**src/hdl/lnwd_pkg.sv**
```systemverilog
`default_nettype none
package lnwd_pkg;

    // field widths
    localparam int BIN_W       = 16;
    localparam int DIG_W       = 4;
    localparam int BCD_DIGITS  = 5;
    localparam int BCD_W       = BCD_DIGITS * DIG_W;
    localparam int POS_W       = 4;
    localparam int MAX_NIBBLES = 2 * BCD_DIGITS;

    // double-dabble split: steps per stage times stages covers every input bit
    localparam int DD_STEPS  = 4;
    localparam int DD_STAGES = BIN_W / DD_STEPS;

    // command codes
    localparam logic [1:0] CMD_INSTR  = 2'd0;
    localparam logic [1:0] CMD_CHAR   = 2'd1;
    localparam logic [1:0] CMD_NUMBER = 2'd2;

    // ascii '0' is 0x30: high nibble fixed, low nibble is the digit
    localparam logic [7:0]       ASCII_ZERO    = 8'd48;
    localparam logic [DIG_W-1:0] ASCII_ZERO_HI = ASCII_ZERO[7:4];

    // item in the conversion pipeline
    typedef struct packed {
        logic             is_num;
        logic             rs;
        logic [BIN_W-1:0] bin;
        logic [BCD_W-1:0] bcd;
    } t_work;

    // item ready for the nibble emitter
    typedef struct packed {
        logic                             rs;
        logic [DIG_W-1:0]                 hi;
        logic [BCD_DIGITS-1:0][DIG_W-1:0] digits;
        logic [POS_W-1:0]                 last_pos;
    } t_load;

endpackage
`default_nettype wire

```
**src/hdl/lnwd_dd_stage.sv**
```systemverilog
`default_nettype none
module lnwd_dd_stage (
    input  logic           i_clk,
    input  logic           i_rst_n,
    input  logic           i_valid,
    output logic           o_ready,
    input  lnwd_pkg::t_work i_work,
    output logic           o_valid,
    input  logic           i_ready,
    output lnwd_pkg::t_work o_work
);

    localparam int SH_W = lnwd_pkg::BCD_W + lnwd_pkg::BIN_W;

    logic            r_valid;
    lnwd_pkg::t_work r_work;

    // DD_STEPS shift-and-add-3 steps; byte items pass through untouched
    function automatic lnwd_pkg::t_work dd_steps(input lnwd_pkg::t_work w);
        lnwd_pkg::t_work              res;
        logic [SH_W-1:0]              sh;
        logic [lnwd_pkg::DIG_W-1:0]   d;
        res = w;
        sh  = {w.bcd, w.bin};
        for (int s = 0; s < lnwd_pkg::DD_STEPS; s++) begin
            for (int k = 0; k < lnwd_pkg::BCD_DIGITS; k++) begin
                d = sh[lnwd_pkg::BIN_W + lnwd_pkg::DIG_W*k +: lnwd_pkg::DIG_W];
                if (d >= 4'd5) begin
                    sh[lnwd_pkg::BIN_W + lnwd_pkg::DIG_W*k +: lnwd_pkg::DIG_W] = d + 4'd3;
                end
            end
            sh = sh << 1;
        end
        if (w.is_num) begin
            res.bcd = sh[SH_W-1:lnwd_pkg::BIN_W];
            res.bin = sh[lnwd_pkg::BIN_W-1:0];
        end
        return res;
    endfunction

    assign o_ready = !r_valid || i_ready;
    assign o_valid = r_valid;
    assign o_work  = r_work;

    // valid bit
    always_ff @(posedge i_clk) begin
        if (!i_rst_n) begin
            r_valid <= 1'b0;
        end else if (o_ready) begin
            r_valid <= i_valid;
        end
    end

    // payload
    always_ff @(posedge i_clk) begin
        if (o_ready && i_valid) begin
            r_work <= dd_steps(i_work);
        end
    end

endmodule
`default_nettype wire

```
**src/hdl/lnwd_align.sv**
```systemverilog
`default_nettype none
module lnwd_align #(
    parameter int KEEP = 5
) (
    input  logic            i_clk,
    input  logic            i_rst_n,
    input  logic            i_valid,
    output logic            o_ready,
    input  lnwd_pkg::t_work i_work,
    output logic            o_valid,
    input  logic            i_ready,
    output lnwd_pkg::t_load o_load
);

    localparam logic [2:0] KEEP_C = 3'(KEEP);

    logic            r_valid;
    lnwd_pkg::t_load r_load;
    lnwd_pkg::t_load w_load;

    logic [lnwd_pkg::BCD_DIGITS-1:0][lnwd_pkg::DIG_W-1:0] w_dig;
    logic [2:0] w_nd;
    logic [2:0] w_cnt;
    logic [2:0] w_idx;

    // count significant digits, keep the lowest ones, most significant first
    always_comb begin
        w_dig = i_work.bcd;
        w_nd  = 3'd0;
        for (int k = 0; k < lnwd_pkg::BCD_DIGITS; k++) begin
            if (w_dig[k] != '0) begin
                w_nd = 3'(k + 1);
            end
        end
        if (w_nd == 3'd0) begin
            w_nd = 3'd1;
        end
        w_cnt = (w_nd > KEEP_C) ? KEEP_C : w_nd;

        w_load.rs = i_work.rs;
        w_idx     = 3'd0;
        if (i_work.is_num) begin
            w_load.hi       = lnwd_pkg::ASCII_ZERO_HI;
            w_load.last_pos = 4'({w_cnt, 1'b0}) - 4'd1;
            w_load.digits   = '0;
            for (int j = 0; j < lnwd_pkg::BCD_DIGITS; j++) begin
                if (3'(j) < w_cnt) begin
                    w_idx = w_cnt - 3'd1 - 3'(j);
                    w_load.digits[j] = w_dig[w_idx];
                end
            end
        end else begin
            w_load.hi        = i_work.bin[7:4];
            w_load.last_pos  = 4'd1;
            w_load.digits    = '0;
            w_load.digits[0] = i_work.bin[3:0];
        end
    end

    assign o_ready = !r_valid || i_ready;
    assign o_valid = r_valid;
    assign o_load  = r_load;

    // valid bit
    always_ff @(posedge i_clk) begin
        if (!i_rst_n) begin
            r_valid <= 1'b0;
        end else if (o_ready) begin
            r_valid <= i_valid;
        end
    end

    // payload
    always_ff @(posedge i_clk) begin
        if (o_ready && i_valid) begin
            r_load <= w_load;
        end
    end

endmodule
`default_nettype wire

```
**src/hdl/lnwd_emit.sv**
```systemverilog
`default_nettype none
module lnwd_emit (
    input  logic                      i_clk,
    input  logic                      i_rst_n,
    input  logic                      i_valid,
    output logic                      o_ready,
    input  lnwd_pkg::t_load           i_load,
    output logic                      o_valid,
    input  logic                      i_ready,
    output logic                      o_register_select,
    output logic [lnwd_pkg::DIG_W-1:0] o_nibble,
    output logic                      o_last
);

    logic                                                 r_busy;
    logic [lnwd_pkg::POS_W-1:0]                           r_pos;
    logic                                                 r_rs;
    logic [lnwd_pkg::DIG_W-1:0]                           r_hi;
    logic [lnwd_pkg::BCD_DIGITS-1:0][lnwd_pkg::DIG_W-1:0] r_digits;
    logic [lnwd_pkg::POS_W-1:0]                           r_last_pos;
    logic                                                 r_ovalid;
    logic                                                 r_orsel;
    logic [lnwd_pkg::DIG_W-1:0]                           r_onib;
    logic                                                 r_olast;

    logic w_adv;
    logic w_fin;
    logic w_take;

    // output slot free, current nibble is the item's final one
    assign w_adv   = !r_ovalid || i_ready;
    assign w_fin   = r_busy && (r_pos == r_last_pos);
    assign o_ready = !r_busy || (w_adv && w_fin);
    assign w_take  = i_valid && o_ready;

    assign o_valid           = r_ovalid;
    assign o_register_select = r_orsel;
    assign o_nibble          = r_onib;
    assign o_last            = r_olast;

    // control: busy flag, nibble position, output valid
    always_ff @(posedge i_clk) begin
        if (!i_rst_n) begin
            r_busy   <= 1'b0;
            r_pos    <= '0;
            r_ovalid <= 1'b0;
        end else begin
            if (w_adv) begin
                r_ovalid <= r_busy;
            end
            if (w_take) begin
                r_busy <= 1'b1;
                r_pos  <= '0;
            end else if (w_adv && r_busy) begin
                r_pos <= r_pos + 1'b1;
                if (w_fin) begin
                    r_busy <= 1'b0;
                end
            end
        end
    end

    // held item: digits shift out after each low nibble
    always_ff @(posedge i_clk) begin
        if (w_take) begin
            r_rs       <= i_load.rs;
            r_hi       <= i_load.hi;
            r_digits   <= i_load.digits;
            r_last_pos <= i_load.last_pos;
        end else if (w_adv && r_busy && r_pos[0]) begin
            r_digits <= {{lnwd_pkg::DIG_W{1'b0}},
                         r_digits[lnwd_pkg::BCD_DIGITS-1:1]};
        end
    end

    // output beat register
    always_ff @(posedge i_clk) begin
        if (w_adv && r_busy) begin
            r_orsel <= r_rs;
            r_onib  <= r_pos[0] ? r_digits[0] : r_hi;
            r_olast <= w_fin;
        end
    end

endmodule
`default_nettype wire

```
**src/hdl/lcd_nibble_writer_with_decimal.sv**
```systemverilog
// an input beat runs through the double-dabble stages, align, emitter item and output registers
// throughput: one nibble per clock with i_ready high; a byte is 2 nibbles, a number 2 per digit
// (up to 10); the nibble emitter sets the sustained rate, the 5-stage front takes a beat a clock
// when not held by the emitter; the unused command code is taken and dropped with no output
// reset: synchronous, active low; clears all valid bits, data registers are not reset
`default_nettype none
module lcd_nibble_writer_with_decimal #(
    parameter int MAX_DIGITS = 5
) (
    input  logic        i_clk,
    input  logic        i_rst_n,
    input  logic        i_valid,
    output logic        o_ready,
    input  logic [1:0]  i_command,
    input  logic [15:0] i_value,
    output logic        o_valid,
    input  logic        i_ready,
    output logic        o_register_select,
    output logic [3:0]  o_nibble,
    output logic        o_last
);

    localparam int KEEP = (MAX_DIGITS < lnwd_pkg::BCD_DIGITS) ? MAX_DIGITS
                                                              : lnwd_pkg::BCD_DIGITS;

    logic            w_valid [0:lnwd_pkg::DD_STAGES];
    logic            w_ready [0:lnwd_pkg::DD_STAGES];
    lnwd_pkg::t_work w_work  [0:lnwd_pkg::DD_STAGES];

    logic            w_al_valid;
    logic            w_al_ready;
    lnwd_pkg::t_load w_al_load;

    // input beat into the pipeline; unused command code gets no valid bit
    assign w_valid[0]       = i_valid && (i_command == lnwd_pkg::CMD_INSTR
                                          || i_command == lnwd_pkg::CMD_CHAR
                                          || i_command == lnwd_pkg::CMD_NUMBER);
    assign o_ready          = w_ready[0];
    assign w_work[0].is_num = (i_command == lnwd_pkg::CMD_NUMBER);
    assign w_work[0].rs     = (i_command != lnwd_pkg::CMD_INSTR);
    assign w_work[0].bin    = i_value;
    assign w_work[0].bcd    = '0;

    // binary to bcd stages
    for (genvar g = 0; g < lnwd_pkg::DD_STAGES; g++) begin : g_dd
        lnwd_dd_stage u_dd (
            .i_clk   (i_clk),
            .i_rst_n (i_rst_n),
            .i_valid (w_valid[g]),
            .o_ready (w_ready[g]),
            .i_work  (w_work[g]),
            .o_valid (w_valid[g+1]),
            .i_ready (w_ready[g+1]),
            .o_work  (w_work[g+1])
        );
    end

    // digit count and ordering
    lnwd_align #(
        .KEEP (KEEP)
    ) u_align (
        .i_clk   (i_clk),
        .i_rst_n (i_rst_n),
        .i_valid (w_valid[lnwd_pkg::DD_STAGES]),
        .o_ready (w_ready[lnwd_pkg::DD_STAGES]),
        .i_work  (w_work[lnwd_pkg::DD_STAGES]),
        .o_valid (w_al_valid),
        .i_ready (w_al_ready),
        .o_load  (w_al_load)
    );

    // nibble serializer
    lnwd_emit u_emit (
        .i_clk             (i_clk),
        .i_rst_n           (i_rst_n),
        .i_valid           (w_al_valid),
        .o_ready           (w_al_ready),
        .i_load            (w_al_load),
        .o_valid           (o_valid),
        .i_ready           (i_ready),
        .o_register_select (o_register_select),
        .o_nibble          (o_nibble),
        .o_last            (o_last)
    );

endmodule
`default_nettype wire

```
**config.mk**
```make
export PLATFORM = sky130hd
export DESIGN_NAME = lcd_nibble_writer_with_decimal
export DESIGN_NICKNAME = d
export VERILOG_FILES = /design/src/hdl/lnwd_pkg.sv /design/src/hdl/lnwd_dd_stage.sv /design/src/hdl/lnwd_align.sv /design/src/hdl/lnwd_emit.sv /design/src/hdl/lcd_nibble_writer_with_decimal.sv
export SDC_FILE = /design/constraint.sdc
export NUM_CORES = 1
export LEC_CHECK = 0
export BUFFER_PORTS_ARGS = -buffer_cell sky130_fd_sc_hd__buf_2
export CAP_MARGIN = 20
export CORE_UTILIZATION = 50
export DETAILED_ROUTE_END_ITERATION = 12
export PLACE_DENSITY = 0.69
export REMOVE_ABC_BUFFERS = 1
export SYNTH_ARGS = -nofsm -noshare
export SYNTH_HDL_FRONTEND = slang
export SYNTH_SLANG_ARGS = --single-unit
```
**constraint.sdc**
```tcl
create_clock -name i_clk -period 4.85 [get_ports i_clk]
set_clock_uncertainty 0.2 [all_clocks]
set_input_delay 1.2125 -clock i_clk [delete_from_list [all_inputs] [get_ports i_clk]]
set_output_delay 1.2125 -clock i_clk [all_outputs]
set_load 0.005 [all_outputs]
```
==> flow_results.xml <==
<?xml version="1.0" encoding="UTF-8"?>
<metrics>
  <group name="placement">
    <metric name="placed_area" unit="mm²">0.0118</metric>
    <metric name="gp_weighted_congestion" unit="">0.878</metric>
    <metric name="place.port_buffers" unit="">29</metric>
    <metric name="post-dp-hpwl" unit="mm">15.3</metric>
  </group>
  <group name="routing">
    <metric name="wl_per_cell" unit="µm">14.8</metric>
    <metric name="totalWireLength" unit="mm">21.2</metric>
    <metric name="detail-route-antenna-nets" unit="">0</metric>
    <metric name="detail_route.iter0.violations" unit="">481</metric>
    <metric name="via_count" unit="">8143</metric>
    <metric name="vias_per_cell" unit="">5.67</metric>
    <metric name="first_pass_iters" unit="">9</metric>
    <metric name="detail_route.drc_violations" unit="">2</metric>
  </group>
  <group name="power_and_ir_drop">
    <metric name="power_frac_clock" unit="%">33.0</metric>
    <metric name="static_leak" unit="µW">0.00470</metric>
    <metric name="power-per-cell-area" unit="mW/mm²">347</metric>
    <metric name="power.combinational.fraction" unit="%">24.3</metric>
    <metric name="seq_pwr_share" unit="%">42.7</metric>
    <metric name="switching_part_of_the_total_power" unit="%">30.4</metric>
    <metric name="p_int" unit="µW">3020</metric>
    <metric name="ir_worst_vdd" unit="mV">0.235</metric>
    <metric name="net_switching" unit="µW">1320</metric>
  </group>
  <group name="sta">
    <metric name="slew_headroom" unit="%">47.1</metric>
    <metric name="unrepaired_setup_endpoints_after_global_routing" unit="">no</metric>
    <metric name="setup_tns" unit="ps">0</metric>
    <metric name="finalHoldViolations" unit="">0</metric>
    <metric name="finalCritPeriodShare" unit="%">91.8</metric>
    <metric name="timing_worst_slew_pin_value" unit="ps">791</metric>
    <metric name="final.min_clock_period" unit="ps">4450</metric>
    <metric name="setup-violations-final" unit="">0</metric>
    <metric name="max_freq" unit="MHz">225</metric>
    <metric name="drv_slew" unit="">0</metric>
  </group>
  <group name="min_path">
    <metric name="holdCritPathClass" unit="">reg2reg</metric>
  </group>
  <group name="global_routing">
    <metric name="global_route.overflow_total" unit="">0</metric>
    <metric name="use_met3" unit="%">3.03</metric>
    <metric name="grt_max_degree" unit="">43</metric>
    <metric name="wire_length_of_the_first_global_routing_pass" unit="mm">36.1</metric>
    <metric name="via_count_of_the_first_global_routing_pass" unit="">7732</metric>
    <metric name="initial_antenna_violation_count" unit="">0</metric>
    <metric name="grt.busiest_layer" unit="">met2</metric>
    <metric name="globalRouteMet2Util" unit="%">34.1</metric>
    <metric name="globalRouteMet1Util" unit="%">22.6</metric>
    <metric name="globalRouteTotalUtil" unit="%">18.7</metric>
  </group>
  <group name="cts">
    <metric name="tritoncts" unit="">done</metric>
    <metric name="clock-sinks" unit="">183</metric>
    <metric name="cts-buffers-inserted" unit="">17</metric>
    <metric name="holdBufCountCts" unit="">0</metric>
    <metric name="clockBufferDepth" unit="">2</metric>
    <metric name="htree_num_levels" unit="">4</metric>
    <metric name="clk_transition_reported_paths" unit="ps">80</metric>
    <metric name="clk_root_buffer_cell" unit="">sky130_fd_sc_hd__clkbuf_16</metric>
    <metric name="clock_latency" unit="ps">440</metric>
  </group>
  <group name="cells_and_area">
    <metric name="final_core_utilization" unit="%">56.5</metric>
    <metric name="layout-area-overhead-vs-synth" unit="%">9.76</metric>
    <metric name="nets" unit="">1207</metric>
    <metric name="insertedDiodeCount" unit="">0</metric>
    <metric name="drive_gt1_share" unit="%">15.1</metric>
    <metric name="multi_input_area" unit="mm²">0.00567</metric>
    <metric name="post-route-cell-area" unit="mm²">0.0125</metric>
    <metric name="final.fill_count" unit="">1878</metric>
    <metric name="seq_area" unit="mm²">0.00539</metric>
  </group>
  <group name="worst_setup_path">
    <metric name="buffers_inverters_on_critical_path" unit="">4</metric>
    <metric name="critical_path.max_stage_delay" unit="ps">430</metric>
    <metric name="critPathSlowestCell" unit="">sky130_fd_sc_hd__edfxtp_1</metric>
    <metric name="worstSetupPathType" unit="">reg2reg</metric>
    <metric name="critical_path.endpoint_type" unit="">register</metric>
    <metric name="cpLargestDelayFamily" unit="">compound AO/OA/AOI/OAI gates</metric>
    <metric name="critical_path_peak_fanout" unit="">6</metric>
    <metric name="critical_path.cell_chain" unit="">inv_2, ha_1, nand2b_1, a21oi_2, xnor2_2, ha_2, nor2b_1, o21a_1, xnor2_1, inv_2, ha_1, nor2b_1, o211ai_1, a31oi_4, inv_1, o211ai_1, inv_1, ha_1, nand2b_1, a21oi_2, nor2b_1, a211oi_1</metric>
    <metric name="timing.critical_path.required" unit="ps">4910</metric>
    <metric name="critical_path_arrival" unit="ps">4510</metric>
    <metric name="setup.worst_path.start_class" unit="">register</metric>
    <metric name="r2r_setup_slack" unit="ps">400</metric>
  </group>
  <group name="synth">
    <metric name="avgSynthCellArea" unit="µm²">10.1</metric>
    <metric name="ys_dominant_reg_cell" unit="">sky130_fd_sc_hd__edfxtp_1</metric>
    <metric name="synth_cells" unit="">1123</metric>
    <metric name="fraction_of_synthesis_flops_using_an_asynchronous_set_or_reset_pin" unit="%">0</metric>
    <metric name="synth_top_cells_by_count" unit="">sky130_fd_sc_hd__edfxtp_1, sky130_fd_sc_hd__nand2_1, sky130_fd_sc_hd__nor2_1, sky130_fd_sc_hd__a21oi_1, sky130_fd_sc_hd__inv_1</metric>
    <metric name="netlist.top_cell.by_area" unit="">sky130_fd_sc_hd__edfxtp_1</metric>
    <metric name="synth_largest_type_area_fraction" unit="%">45.4</metric>
    <metric name="proportion_of_synthesized_chip_area_in_sequential_cells" unit="%">47.4</metric>
    <metric name="syn_area" unit="mm²">0.0114</metric>
    <metric name="synth_most_common_cell" unit="">sky130_fd_sc_hd__edfxtp_1</metric>
    <metric name="yosysUniqueCellTypes" unit="">91</metric>
    <metric name="synth_area_leaders" unit="">sky130_fd_sc_hd__edfxtp_1, sky130_fd_sc_hd__nand2_1, sky130_fd_sc_hd__ha_1</metric>
    <metric name="ys_seq_elements" unit="">183</metric>
    <metric name="synth-edff-count" unit="">172</metric>
    <metric name="synth_warnings" unit="">0</metric>
  </group>
  <group name="floorplanning">
    <metric name="core_region_area" unit="mm²">0.0221</metric>
    <metric name="num_io_pins" unit="">30</metric>
    <metric name="floorplan.rows" unit="">54</metric>
    <metric name="die-width" unit="µm">153</metric>
    <metric name="dieArea" unit="mm²">0.0234</metric>
    <metric name="die_height" unit="µm">153</metric>
    <metric name="initial_core_util" unit="%">51.5</metric>
  </group>
  <group name="outcome">
    <metric name="outcome" unit="">complete, but fails checks</metric>
    <metric name="violations" unit="">DRC</metric>
  </group>
  <group name="run">
    <metric name="drv.max_cap_violation_count" unit="">0</metric>
  </group>
</metrics>
-- layout by cell type, fill, tap and decap left out, types with 19 or more instances in the layout --
master	synthesis	layout
sky130_fd_sc_hd__nand2_1	147	147
sky130_fd_sc_hd__a211oi_1	26	26
sky130_fd_sc_hd__mux2_2	38	38
sky130_fd_sc_hd__nor2b_1	30	28
sky130_fd_sc_hd__a21oi_1	67	65
sky130_fd_sc_hd__nor3_1	20	20
sky130_fd_sc_hd__xnor2_1	20	19
sky130_fd_sc_hd__edfxtp_1	172	172
sky130_fd_sc_hd__and2_1	24	24
sky130_fd_sc_hd__o21ai_0	43	43
sky130_fd_sc_hd__ha_1	41	40
sky130_fd_sc_hd__inv_1	48	46
sky130_fd_sc_hd__mux2i_1	27	27
sky130_fd_sc_hd__buf_2	2	29
sky130_fd_sc_hd__nor2_1	88	88
-- final timing paths --
path	startpoint	to	cells after the start
hold reg to reg	u_align.o_load[24]	u_emit.r_hi[0]	0
hold / removal	u_align.o_load[24]	u_emit.r_hi[0]	0
setup reg to reg	g_dd[0].u_dd.o_work[0]	g_dd[1].u_dd.o_work[6]	22
setup / recovery	g_dd[0].u_dd.o_work[0]	g_dd[1].u_dd.o_work[6]	22
-- registers in the layout (all words and copies together), names as in the netlist --
name	count
u_emit.r_hi	4
u_emit.o_nibble	4
u_emit.r_busy	1
g_dd.u_dd.o_valid	4
u_align.o_valid	1
u_emit.r_digits	20
u_emit.r_last_pos	3
u_emit.r_rs	1
g_dd.u_dd.o_work	110
u_emit.r_pos	4
u_align.o_load	28
u_emit.o_valid	1
u_emit.o_register_select	1
u_emit.o_last	1
-- what timing repair did --
item | 4_1_cts | 5_1_grt
buffers inserted | 0 | 3
setup endpoints to repair | 0 | 6
resized for setup | 0 | 7
-- layout make-up --
| type | count | area share, % |
|---|---|---|
| multi-input combinational | 846 | 45.4 |
| sequential | 183 | 43.1 |
| clock buffer | 17 | 3.41 |
| tap | 280 | 2.81 |
| timing repair buffer | 43 | 2.00 |
| clock inverter | 15 | 1.62 |
| inverter | 53 | 1.59 |
-- per-stage QoR --
step           setup slack [ps]  cells  hold slack (ps)  power (µW)
6_report                    396   1437              212        4330
5_1_grt                    9.80   1437              216        4560
4_1_cts                    5.83   1434              211        4330
3_5_place_dp               45.0   1402              205        2910
3_3_place_gp                246   1402              201        2880
2_1_floorplan               238   1082              200        2710
-- layer usage --
metal / part of all wire (%) / vias up
met5: 0 / -
met1: 45 / 3807
met3: 2.2 / 30
met2: 51 / 108
met4: 1.7 / 0
li1: - / 4198
-- power by group through the flow --
stage	logic, µW	clock network, µW	registers [µW]
finish	1050	1430	1850
detailed placement	1020	0	1880
floorplan	839	0	1870
global placement	995	0	1880
global route	1190	1510	1860
CTS	1030	1460	1850
-- cells by family (layout without fill, tap and decap cells) --
| family | count (synthesis) | count (layout) | share of synthesized area (%) |
|---|---|---|---|
| AOI/OAI and AO/OA | 300 | 300 | 18.6 |
| muxes | 69 | 69 | 6.59 |
| xor gates and xnor gates | 29 | 29 | 2.43 |
| and+or+nand+nor | 407 | 407 | 17.3 |
| DFF | 183 | 183 | 47.4 |
| adders and majority gates | 41 | 41 | 4.51 |
| buffers and inverters | 94 | 128 | 3.19 |
(Power assumes the default switching activity.)
